===== config.mk =====
export PLATFORM = sky130hd
export DESIGN_NAME = sync_length_checksum_deframer
export DESIGN_NICKNAME = d
export VERILOG_FILES = /design/src/hdl/sld_pkg.sv /design/src/hdl/sync_length_checksum_deframer.sv
export SDC_FILE = /design/constraint.sdc
export NUM_CORES = 1
export LEC_CHECK = 0
export BUFFER_PORTS_ARGS = -buffer_cell sky130_fd_sc_hd__buf_2
export CORE_ASPECT_RATIO = 1.5
export CORE_MARGIN = 4
export CORE_UTILIZATION = 34
export DETAILED_ROUTE_END_ITERATION = 10
export PLACE_DENSITY_LB_ADDON = 0.08
export SYNTH_ARGS = -nofsm -noshare
export SYNTH_HDL_FRONTEND = slang
export SYNTH_SLANG_ARGS = --single-unit

===== constraint.sdc =====
create_clock -name clk_i -period 4.3 [get_ports clk_i]
set_input_delay 0.86 -clock clk_i [delete_from_list [all_inputs] [get_ports clk_i]]
set_output_delay 0.86 -clock clk_i [all_outputs]
set_load 0.01 [all_outputs]

===== src/hdl/sld_pkg.sv =====
// Shared constants and types for the sync, length and checksum deframer.
`timescale 1ns / 1ps

package sld_pkg;

  localparam int unsigned MaxFrameBytes = 64;
  localparam int unsigned AddrW         = $clog2(MaxFrameBytes);
  localparam int unsigned CountW        = $clog2(MaxFrameBytes + 1);
  localparam int unsigned FrameOverhead = 4;
  localparam int unsigned LenIndex      = 2;
  localparam int unsigned TimeoutW      = 16;

  localparam logic [7:0]          SyncByte       = 8'h55;
  localparam logic [TimeoutW-1:0] TimeoutDefault = TimeoutW'(50);
  localparam logic [TimeoutW-1:0] IdleMax        = '1;

  // tuser codes on the input side
  localparam logic OpByte = 1'b0;
  localparam logic OpTick = 1'b1;

  typedef enum logic [1:0] {
    EV_BYTE     = 2'd0,
    EV_CHECKSUM = 2'd1,
    EV_OVERFLOW = 2'd2,
    EV_TIMEOUT  = 2'd3
  } sld_event_e;

endpackage


===== src/hdl/sync_length_checksum_deframer.sv =====
// Top level: UART byte deframer with sync hunt, length field and additive checksum.
`timescale 1ns / 1ps

// Usage
//   Input stream (s_axis_*): one beat per received UART byte or per time tick;
//     tuser = 0 means tdata is a received byte, tuser = 1 means one tick.
//   Output stream (m_axis_*): frame bytes (tuser = EV_BYTE) with tlast on the
//     final byte, or single status beats (checksum failure, overflow discard,
//     timeout discard) with tlast set and tdata zero.
//   Config: cfg_we_i loads cfg_wdata_i into the timeout register (idle ticks
//     after the last byte beyond which an open frame is dropped).
// Flow
//   A byte or tick is taken while idle and the output register is free; a status
//     beat shows up on the output the cycle after the beat that caused it.
//   A completed good frame is read back from the 64-entry frame store byte by byte
//     (synchronous read, then load into the output register once it is free), and
//     no input is taken until the whole frame is read out.
// Reset: byte count, running sum and idle counter clear, timeout returns to 50,
//   the output register empties; the frame store is not cleared, only entries
//   written for the current frame are ever read.
// Back-pressure: a single output register holds the pending beat; while it is
//   stalled the input is held off and the readout waits, nothing is dropped.
module sync_length_checksum_deframer
  import sld_pkg::*;
(
  input  logic                clk_i,
  input  logic                rst_ni,
  // configuration
  input  logic                cfg_we_i,
  input  logic [TimeoutW-1:0] cfg_wdata_i,
  // input stream
  input  logic                s_axis_tvalid,
  output logic                s_axis_tready,
  input  logic [7:0]          s_axis_tdata,   // [7:0] rx_byte
  input  logic                s_axis_tuser,   // [0] operation
  // output stream
  output logic                m_axis_tvalid,
  input  logic                m_axis_tready,
  output logic [7:0]          m_axis_tdata,   // [7:0] frame_byte
  output logic [1:0]          m_axis_tuser,   // [1:0] event_res
  output logic                m_axis_tlast    // last_of_frame
);

  typedef enum logic [1:0] {
    S_IDLE,
    S_RD,
    S_LOAD
  } state_e;

  // frame store, one write port and one registered read port
  logic [7:0] mem_q [MaxFrameBytes];
  logic [7:0] rdata_q;

  state_e              state_q, state_d;
  logic [CountW-1:0]   count_q, count_d;
  logic [7:0]          sum_q, sum_d;
  logic [7:0]          len_q, len_d;
  logic [TimeoutW-1:0] idle_q, idle_d;
  logic [TimeoutW-1:0] timeout_q;
  logic [AddrW-1:0]    raddr_q, raddr_d;

  logic                out_valid_q, out_valid_d;
  sld_event_e          out_event_q, out_event_d;
  logic [7:0]          out_byte_q, out_byte_d;
  logic                out_last_q, out_last_d;

  logic                mem_we;
  logic                out_free;
  logic                in_fire;
  logic [CountW-1:0]   count_inc;
  logic [8:0]          need;
  logic                rd_last;

  assign out_free      = !out_valid_q || m_axis_tready;
  assign s_axis_tready = (state_q == S_IDLE) && out_free;
  assign in_fire       = s_axis_tvalid && s_axis_tready;
  assign count_inc     = count_q + CountW'(1);
  assign need          = {1'b0, len_q} + 9'(FrameOverhead);
  assign rd_last       = (CountW'(raddr_q) + CountW'(1)) == count_q;

  always_comb begin
    state_d     = state_q;
    count_d     = count_q;
    sum_d       = sum_q;
    len_d       = len_q;
    idle_d      = idle_q;
    raddr_d     = raddr_q;
    mem_we      = 1'b0;
    out_valid_d = out_valid_q && !m_axis_tready;
    out_event_d = out_event_q;
    out_byte_d  = out_byte_q;
    out_last_d  = out_last_q;

    case (state_q)
      S_IDLE: begin
        if (in_fire) begin
          if (s_axis_tuser == OpTick) begin
            idle_d = (idle_q == IdleMax) ? idle_q : idle_q + TimeoutW'(1);
            if (idle_d > timeout_q && count_q != '0) begin
              count_d     = '0;
              sum_d       = '0;
              out_valid_d = 1'b1;
              out_event_d = EV_TIMEOUT;
              out_byte_d  = '0;
              out_last_d  = 1'b1;
            end
          end else begin
            idle_d = '0;
            if (count_q == '0 && s_axis_tdata != SyncByte) begin
              // hunting for sync: drop the byte
            end else if (count_q >= CountW'(MaxFrameBytes)) begin
              count_d     = '0;
              sum_d       = '0;
              out_valid_d = 1'b1;
              out_event_d = EV_OVERFLOW;
              out_byte_d  = '0;
              out_last_d  = 1'b1;
            end else begin
              mem_we  = 1'b1;
              count_d = count_inc;
              sum_d   = sum_q + s_axis_tdata;
              if (count_q == CountW'(LenIndex)) begin
                len_d = s_axis_tdata;
              end
              // length byte is already held once the count reaches the overhead
              if (count_inc >= CountW'(FrameOverhead) && 9'(count_inc) >= need) begin
                if (sum_q != s_axis_tdata) begin
                  count_d     = '0;
                  sum_d       = '0;
                  out_valid_d = 1'b1;
                  out_event_d = EV_CHECKSUM;
                  out_byte_d  = '0;
                  out_last_d  = 1'b1;
                end else begin
                  raddr_d = '0;
                  state_d = S_RD;
                end
              end
            end
          end
        end
      end
      S_RD: begin
        state_d = S_LOAD;
      end
      S_LOAD: begin
        if (out_free) begin
          out_valid_d = 1'b1;
          out_event_d = EV_BYTE;
          out_byte_d  = rdata_q;
          out_last_d  = rd_last;
          if (rd_last) begin
            count_d = '0;
            sum_d   = '0;
            state_d = S_IDLE;
          end else begin
            raddr_d = raddr_q + AddrW'(1);
            state_d = S_RD;
          end
        end
      end
      default: begin
        state_d = S_IDLE;
      end
    endcase
  end

  always_ff @(posedge clk_i or negedge rst_ni) begin
    if (!rst_ni) begin
      state_q     <= S_IDLE;
      count_q     <= '0;
      sum_q       <= '0;
      idle_q      <= '0;
      timeout_q   <= TimeoutDefault;
      raddr_q     <= '0;
      out_valid_q <= 1'b0;
    end else begin
      state_q     <= state_d;
      count_q     <= count_d;
      sum_q       <= sum_d;
      idle_q      <= idle_d;
      raddr_q     <= raddr_d;
      out_valid_q <= out_valid_d;
      if (cfg_we_i) begin
        timeout_q <= cfg_wdata_i;
      end
    end
  end

  // payload registers, no reset needed
  always_ff @(posedge clk_i) begin
    len_q       <= len_d;
    out_event_q <= out_event_d;
    out_byte_q  <= out_byte_d;
    out_last_q  <= out_last_d;
  end

  always_ff @(posedge clk_i) begin
    if (mem_we) begin
      mem_q[count_q[AddrW-1:0]] <= s_axis_tdata;
    end
    if (state_q == S_RD) begin
      rdata_q <= mem_q[raddr_q];
    end
  end

  assign m_axis_tvalid = out_valid_q;
  assign m_axis_tdata  = out_byte_q;
  assign m_axis_tuser  = out_event_q;
  assign m_axis_tlast  = out_last_q;

endmodule


==> results of run 1 <==
-- sequential cells by signal (all words and copies together) (netlist names) --
name           count
idle_q            16
raddr_q            6
count_q            7
sum_q              8
timeout_q         16
len_q              8
m_axis_tuser       2
rdata_q            8
m_axis_tlast       1
mem_q            512
m_axis_tdata       8
m_axis_tvalid      1
state_q            2
-- report_power, final --
group          switching, uW  leakage [uW]  internal [uW]
Sequential               182       0.00556           6540
Clock                   2210      0.000902           2850
Combinational           2510       0.00308           2110
Total                   4900       0.00954          11500
-- Yosys cell counts, types with 12 or more instances --
cell type  count
clkbuf_1      30
mux4_2       168
o21ai_1       14
xor2_1        16
nand4_1       12
edfxtp_1     539
ha_1          36
xnor2_1       18
a21oi_1       28
o21ai_0       29
buf_2         13
nand2_1       49
dfrtp_1       53
nand3_1       31
and2_1        12
inv_1         30
nor2_1        92
-- cell type report --
cell class	instances	area share [%]
inverters	33	0.433
clock buffers	72	5.40
multi-input cells	630	23.5
flip-flops and latches	595	61.5
repair buffers	161	3.99
well taps	915	4.00
clock inverters	33	1.13
-- through the flow --
stage / power (uW) / util (%)
global placement: 11600 / 37.2
CTS: 16800 / 39.9
detailed placement: 11600 / 37.2
finish: 16400 / 39.9
floorplan: 9970 / -
global route: 17200 / 39.9
-- how the worst max path moves through the flow --
stage | end | slack, ps | cells after the start
after floorplan | m_axis_tdata[0] | 350 | 15
after global placement | m_axis_tdata[5] | 140 | 13
after detailed placement | m_axis_tdata[3] | -8 | 13
after CTS | sum_q[2] | 150 | 15
after global routing | m_axis_tdata[1] | 20 | 13
final | m_axis_tdata[1] | 380 | 13
-- metal layers --
metal,routed length (um),GRT usage (%),vias up
li1,-,-,5658
met1,26000,20.1,6692
met2,35800,31.6,215
met3,2150,2.56,89
met4,2000,5.16,0
met5,0,0,-
-- kinds of logic (layout without fill, tap and decap cells) --
kind of cell / after synthesis / in the layout / share of synthesized area [%]
simple gates: 250 / 250 / 4.80
mux: 177 / 177 / 15.7
buf+inv: 97 / 299 / 1.84
fa+ha+maj: 37 / 37 / 1.90
flops: 595 / 595 / 71.0
xor+xnor: 34 / 34 / 1.20
compound gates: 132 / 132 / 3.56
-- worst max-delay path, cell delays in order (launching register included) --
cell,delay [ps]
dfrtp_1,410
nand4_1,290
nor4_2,300
nand2b_1,190
nor2_1,80
and3_1,210
xor2_1,150
ha_1,300
nand4_1,140
a2111oi_0,440
a211o_1,250
a21o_1,160
a21oi_1,90
a21oi_2,530
-- repair_timing --
item | 4_1_cts | 5_1_grt
hold buffers | 0 | 0
gates resized for setup | 1 | 3
setup endpoints to repair | 9 | 12
==> flow_summary_export.csv, run 1 <==
group,metric,value,unit
status,status,"complete, no violations",
die,io_pins,43,
setup_path,worstPathRequired,4560,ps
logic_synthesis,ys_warn_count,0,
pwr,leakagePower,0.00954,uW
setup_path,r2r_start,"idle_q[10]",
timing,setup_viol,0,
logic_synthesis,synth_edf_count,539,
place,dpl.cell_count,2334,
cts,clk_latency,640,ps
timing,skew,33.1,ps
drt,totalWireLength,65.9,mm
setup_path,reg2reg_setup_slack,380,ps
logic_synthesis,ys.flop_type,"edfxtp_1",
setup_path,critPathLaunchType,"flop",
timing,hold_viol,0,
logic_synthesis,ys_seq_elements,595,
timing,finalCritPeriodShare,91.1,%
cts,cts_sinks,595,
cts,tritoncts,"built",
logic_synthesis,synth_nets,1389,
job,maxCapViolations,0,
grt,grt_first_pass_wirelength,96.0,mm
die,start_util,34.5,%
drt,firstDrtPassIters,6,
pwr,vdd_drop_max,0.000545,V
timing,slew_headroom,29.6,%
timing,worst_pin_slew,1050,ps
final_layout,regArea,17600,sq um
logic_synthesis,synthTopCellsByArea,"edfxtp_1, mux4_2, dfrtp_1",
logic_synthesis,synth_top_cell_by_area,"edfxtp_1",
final_layout,drive_above_1_share,28.2,%
grt,grt_max_degree,98,
logic_synthesis,synth_cell_types,63,
final_layout,syn_to_final_growth,15.6,%
timing,slew_violations,0,
place,io_buffer_count,42,
die,rows,120,
cts,post_cts_buffers,0,
timing,grt_setup_unrepaired,"no",
die,die_w,228,um
grt,antenna_found_initial,0,
grt,grt_use_total,16.9,%
drt,drt_iter0_drc,851,
setup_path,cp_max_fo,11,
place,dp_hpwl,44.6,mm
final_layout,antenna_cells,0,
final_layout,final_cell_mix,"edfxtp_1, mux4_2, buf_4",
setup_path,cp.arrival,4170,ps
timing,tns,0,ps
final_layout,final_common_cell,"edfxtp_1",
place,dpl_cell_area,26700,sq um
timing,setup_ws,384,ps
cts,path_clk_slew,60,ps
final_layout,nFillCells,6537,
final_layout,fin_cells,2439,
logic_synthesis,synth_area,24800,sq um
drt,num_vias,12700,
setup_path,endpoint_kind,"flop",
timing,holdWs,164,ps
grt,grt.overflow.total,0,
setup_path,timing.rr.end,"m_axis_tdata[1]",
grt,grt_pass1_vias,13400,
setup_path,path_class,"reg -> reg",
timing,period_needed,3920,ps
logic_synthesis,yosysSeqAreaShare,71.0,%
drt,wire_per_inst,27.0,um
logic_synthesis,netlist.area_leader.share,65.4,%
place,dp_slack,-8.07,ps
setup_path,reg2reg_depth,13,
final_layout,fin_area,28600,sq um
drt,final_antenna_net_count,0,
pwr,powerDensity,573,nW/um^2
setup_path,critPathLaunch,"idle_q[10]",
hold_path,min-delay-path-class,"in -> async",
logic_synthesis,async_flop_share,9.41,%
cts,cts-buffers-inserted,59,
timing,max_clock_freq,0.255,GHz
logic_synthesis,synthCells,1322,
place,place.gp.congestion,0.792,
final_layout,multiInputGateArea,6740,sq um
final_layout,final_nets,1547,
cts,clockBufferDepth,3,
die,die-area,77300,sq um
drt,avgViaCountPerCell,5.19,
drt,drc,0,
logic_synthesis,postSynthAreaPerCell,18.7,sq um
die,coreArea,71800,sq um
cts,cts_max_level,2,
cts,clockRootBuffer,"clkbuf_16",
die,die_y,339,um
No activity file was read; power rests on OpenSTA's default activity.
==> run 2: changes to the inputs <==
--- a/config.mk
+++ b/config.mk
@@ -6,7 +6,7 @@
 export NUM_CORES = 1
 export LEC_CHECK = 0
 export BUFFER_PORTS_ARGS = -buffer_cell sky130_fd_sc_hd__buf_2
-export CORE_ASPECT_RATIO = 1.5
+export CORE_ASPECT_RATIO = 2
 export CORE_MARGIN = 4
 export CORE_UTILIZATION = 34
 export DETAILED_ROUTE_END_ITERATION = 10
==> constraint.sdc (replaced) <==
create_clock -name clk_i -period 4.3 [get_ports clk_i]
set_input_delay 0.645 -clock clk_i [delete_from_list [all_inputs] [get_ports clk_i]]
set_output_delay 0.645 -clock clk_i [all_outputs]
set_load 0.01 [all_outputs]
==> run 2 against run 1 <==
Net effect: count of clock-buffer cells in the layout fell by 7; via count is 0.88% higher; utilization about the same; first-iteration DRC count up 12%; combinational power rose by 4.8%; hold slack lost 22 ps; critical path depth increased by 3.
==> flow_summary_export.csv, run 2 (same netlist as run 1, synthesis figures left out) <==
group,metric,value,unit
setup_path,path_class,"reg -> reg",
place,place.gp.congestion,0.783,
timing,period_needed,3960,ps
final_layout,antenna_cells,0,
cts,clockBufferDepth,3,
final_layout,syn_to_final_growth,16.0,%
timing,tns,0,ps
final_layout,regArea,17600,sq um
grt,grt_max_degree,84,
timing,slew_headroom,43.4,%
cts,cts-buffers-inserted,55,
setup_path,reg2reg_depth,16,
place,io_buffer_count,42,
timing,worst_pin_slew,849,ps
grt,antenna_found_initial,12,
grt,grt_use_total,17.8,%
grt,grt_first_pass_wirelength,98.4,mm
pwr,vdd_drop_max,0.000299,V
cts,cts_max_level,2,
timing,skew,21.6,ps
timing,finalCritPeriodShare,92.1,%
timing,grt_setup_unrepaired,"no",
timing,hold_viol,0,
final_layout,final_core_util,39.9,%
place,dp_hpwl,47.3,mm
drt,drt_iter0_drc,950,
final_layout,final_common_cell,"edfxtp_1",
drt,avgViaCountPerCell,5.21,
final_layout,drive_above_1_share,29.0,%
final_layout,fin_cells,2449,
status,status,"complete, no violations",
setup_path,cp_max_fo,6,
final_layout,final_nets,1556,
pwr,leakagePower,0.00963,uW
pwr,powerDensity,582,nW/um^2
die,rows,139,
cts,hold_buffers,0,
die,start_util,34.4,%
final_layout,largest_reg_flops,512,
setup_path,worstPathRequired,4800,ps
cts,tritoncts,"built",
place,dpl.cell_count,2348,
cts,clk_latency,620,ps
timing,slew_violations,0,
hold_path,min-delay-path-class,"in -> async",
final_layout,nFillCells,6561,
cts,path_clk_slew,70,ps
timing,max_clock_freq,0.253,GHz
grt,grt_pass1_vias,13800,
die,die-area,77500,sq um
drt,num_vias,12800,
grt,grt.overflow.total,0,
final_layout,multiInputGateArea,6730,sq um
setup_path,endpoint_kind,"flop",
setup_path,cp.arrival,4460,ps
final_layout,final_cell_mix,"edfxtp_1, mux4_2, buf_4",
drt,final_antenna_net_count,0,
die,die_y,390,um
cts,clockRootBuffer,"clkbuf_16",
drt,drc,0,
timing,holdWs,142,ps
timing,setup_viol,0,
setup_path,critPathLaunchType,"flop",
die,die_w,199,um
die,io_pins,43,
job,maxCapViolations,0,
drt,firstDrtPassIters,5,
die,coreArea,72000,sq um
drt,wire_per_inst,28.1,um
pwr,power,16700,uW
cts,cts_sinks,595,
drt,totalWireLength,68.7,mm
-- run 2: cell count changes in the layout (fill, tap and decap cells not counted), sizes merged --
cell and delta:
inv +2, clkinvlp +2, bufinv +4, clkinv -5
buf +13, clkbuf -7
-- run 2: final timing paths --
path	from	slack, ps	to
setup / recovery	idle_q[15]	340	count_q[0]
hold reg to reg	sum_q[2]	510	sum_q[2]
hold / removal	rst_ni	140	idle_q[13]
max in group asynchronous	rst_ni	3190	timeout_q[5]
min in group clk_i	cfg_wdata_i[12]	250	timeout_q[12]
setup reg to reg	idle_q[15]	340	count_q[0]
-- run 2: metrics by stage --
stage,setup WS [ps],instance area [sq um]
after floorplan,349,24800
final,340,28700
after global routing,40.4,28700
after global placement,150,26800
after CTS,18.8,28700
after detailed placement,38.3,26800
-- run 2: worst max-delay path, stage by stage, from the launching register on --
cell       delay (ps)
dfrtp_1           410
nand3_1           140
nor4_1            430
nand2b_1          220
nor2_1             70
and3_1            200
xor2_1            150
ha_1              300
nand4_1           140
buf_4             170
nor4_1            280
a21oi_1           100
nor3b_1           200
buf_4             150
a2111oi_4         420
nor3_2            160
mux2_2            300
-- run 2: area by class of cell --
class	instances	share of cell area (%)
clock buffers	65	5.07
clock inverters	36	1.50
inverters	33	0.431
multi-input cells	630	23.4
flip-flops and latches	595	61.3
well taps	916	3.99
repair buffers	174	4.35
-- run 2: layer usage --
metal	track usage, %	wire length, um	part of all wire [%]
met1	19.2	24400	36
met3	1.90	1900	2.8
met4	5.86	2430	3.5
met2	35.3	40000	58
met5	0	0	0
-- run 2: timing repair --
action / 4_1_cts / 5_1_grt
gates resized for setup: 0 / 2
buffers inserted: 0 / 0
setup endpoints to repair: 0 / 21
-- run 2: power breakdown --
part | total, uW | internal [uW] | switching [uW]
combinational | 4840 | 2150 | 2690
sequential | 6720 | 6530 | 188
clock | 5170 | 2970 | 2200
total | 16700 | 11700 | 5080
==> run 3: changes to the inputs <==
==> constraint.sdc (replaced) <==
create_clock -name clk_i -period 4.27 [get_ports clk_i]
set_input_delay 0.6405 -clock clk_i [delete_from_list [all_inputs] [get_ports clk_i]]
set_output_delay 0.6405 -clock clk_i [all_outputs]
set_load 0.01 [all_outputs]
==> run 3 against run 2 <==
Net effect: non-clock buffer count decreased by 11; largest cell class unchanged; register-to-register slack barely moved; sequential power grew 2%; combinational power fell by 2%; critical endpoint unchanged; design area shrank 0.32%; hold slack improved by 19 ps; worst setup slack lost 11 ps; largest power group unchanged; count of clock-buffer cells in the layout stayed put; via count is 0.45% higher; utilization fell by 0.13 points.
==> flow_summary_export.csv, run 3 (same netlist as run 1, synthesis figures left out) <==
group,metric,value,unit
cts,tritoncts,"built",
pwr,powerDensity,586,nW/um^2
final_layout,final_cell_mix,"edfxtp_1, mux4_2, buf_4",
cts,cts_max_level,2,
timing,skew,15.8,ps
setup_path,path_class,"reg -> reg",
timing,setup_viol,0,
place,place.gp.congestion,0.816,
final_layout,final_common_cell,"edfxtp_1",
final_layout,fin_area,28600,sq um
status,status,"complete, no violations",
die,die_w,199,um
die,die_y,390,um
drt,drt_iter0_drc,929,
setup_path,cp.arrival,4430,ps
die,start_util,34.4,%
grt,antenna_found_initial,11,
timing,slew_headroom,39.6,%
job,maxCapViolations,0,
timing,worst_pin_slew,907,ps
drt,avgViaCountPerCell,5.25,
setup_path,critPathLaunchType,"flop",
timing,finalCritPeriodShare,92.3,%
pwr,vdd_drop_max,0.000378,V
drt,num_vias,12800,
drt,final_antenna_net_count,0,
final_layout,syn_to_final_growth,15.7,%
final_layout,final_core_util,39.8,%
grt,grt_pass1_vias,13800,
drt,firstDrtPassIters,5,
place,io_buffer_count,42,
timing,holdWs,161,ps
final_layout,drive_above_1_share,28.5,%
drt,wire_per_inst,28.4,um
cts,clockRootBuffer,"clkbuf_16",
final_layout,largest_reg_flops,512,
cts,cts-buffers-inserted,55,
grt,grt_max_degree,66,
grt,grt_use_total,17.9,%
die,rows,139,
setup_path,endpoint_kind,"flop",
place,dp_hpwl,47.8,mm
setup_path,worstPathRequired,4760,ps
cts,clk_latency,610,ps
final_layout,nFillCells,6529,
grt,grt.overflow.total,0,
pwr,leakagePower,0.00957,uW
cts,clockBufferDepth,3,
place,dpl_cell_area,26800,sq um
timing,slew_violations,0,
cts,post_cts_buffers,0,
timing,max_clock_freq,0.254,GHz
cts,cts_resized,0,
final_layout,regArea,17600,sq um
die,die-area,77500,sq um
timing,hold_viol,0,
final_layout,fin_cells,2441,
final_layout,multiInputGateArea,6730,sq um
die,io_pins,43,
cts,path_clk_slew,70,ps
drt,totalWireLength,69.3,mm
hold_path,min-delay-path-class,"in -> async",
drt,drc,0,
pwr,power,16800,uW
cts,hold_buffers,0,
cts,cts_sinks,595,
setup_path,cp_max_fo,6,
final_layout,final_nets,1545,
setup_path,reg2reg_depth,15,
grt,grt_first_pass_wirelength,99.8,mm
place,dpl.cell_count,2337,
die,coreArea,72000,sq um
timing,period_needed,3940,ps
==> run 3: worst paths after layout <==
path	to	slack, ps	start
hold / removal	timeout_q[13]	160	rst_ni
hold reg to reg	m_axis_tdata[3]	520	rdata_q[3]
setup / recovery	count_q[0]	330	idle_q[10]
min in group clk_i	timeout_q[14]	250	cfg_wdata_i[14]
setup reg to reg	count_q[0]	330	idle_q[10]
max in group asynchronous	sum_q[2]	3250	rst_ni
==> run 3: critical path: stages, from the launching register on <==
cell and delay (ps):
dfrtp_1 420, nand4_1 230, buf_4 210, nor3_1 190, nand3_1 220, inv_1 120
a31oi_1 80, a21oi_1 210, ha_1 330, nand4_1 230, a2111oi_0 100, buf_4 140
a211o_1 310, a2111oi_4 550, nor3_2 180, mux2_2 300
==> run 3: cell type report <==
type / instances / share of cell area (%)
Clock buffer: 65 / 5.01
Multi-Input combinational cell: 630 / 23.5
Sequential cell: 595 / 61.4
Clock inverter: 38 / 1.51
Inverter: 33 / 0.432
Tap cell: 916 / 4.00
Timing Repair Buffer: 163 / 4.08
Antenna cell: 1 / 0.00874
==> run 3: metal layers <==
| metal | vias to the layer above | part of all wire, % | GRT usage [%] |
|---|---|---|---|
| li1 | 5657 | - | - |
| met1 | 6807 | 36 | 19.2 |
| met2 | 236 | 58 | 35.6 |
| met3 | 123 | 2.4 | 1.74 |
| met4 | 0 | 3.8 | 6.11 |
| met5 | - | 0 | 0 |
==> run 3: through the flow <==
| stage | setup slack (ps) | TNS (ps) |
|---|---|---|
| 2_1_floorplan | 319 | 0 |
| 3_3_place_gp | 187 | 0 |
| 3_5_place_dp | 119 | 0 |
| 4_1_cts | 93.6 | 0 |
| 5_1_grt | -12.1 | -12.1 |
| 6_report | 330 | 0 |
==> run 3: report_power, final <==
group          switching, uW  internal (uW)  total, uW
clock                   2230           2950       5180
sequential               264           6580       6840
combinational           2630           2140       4760
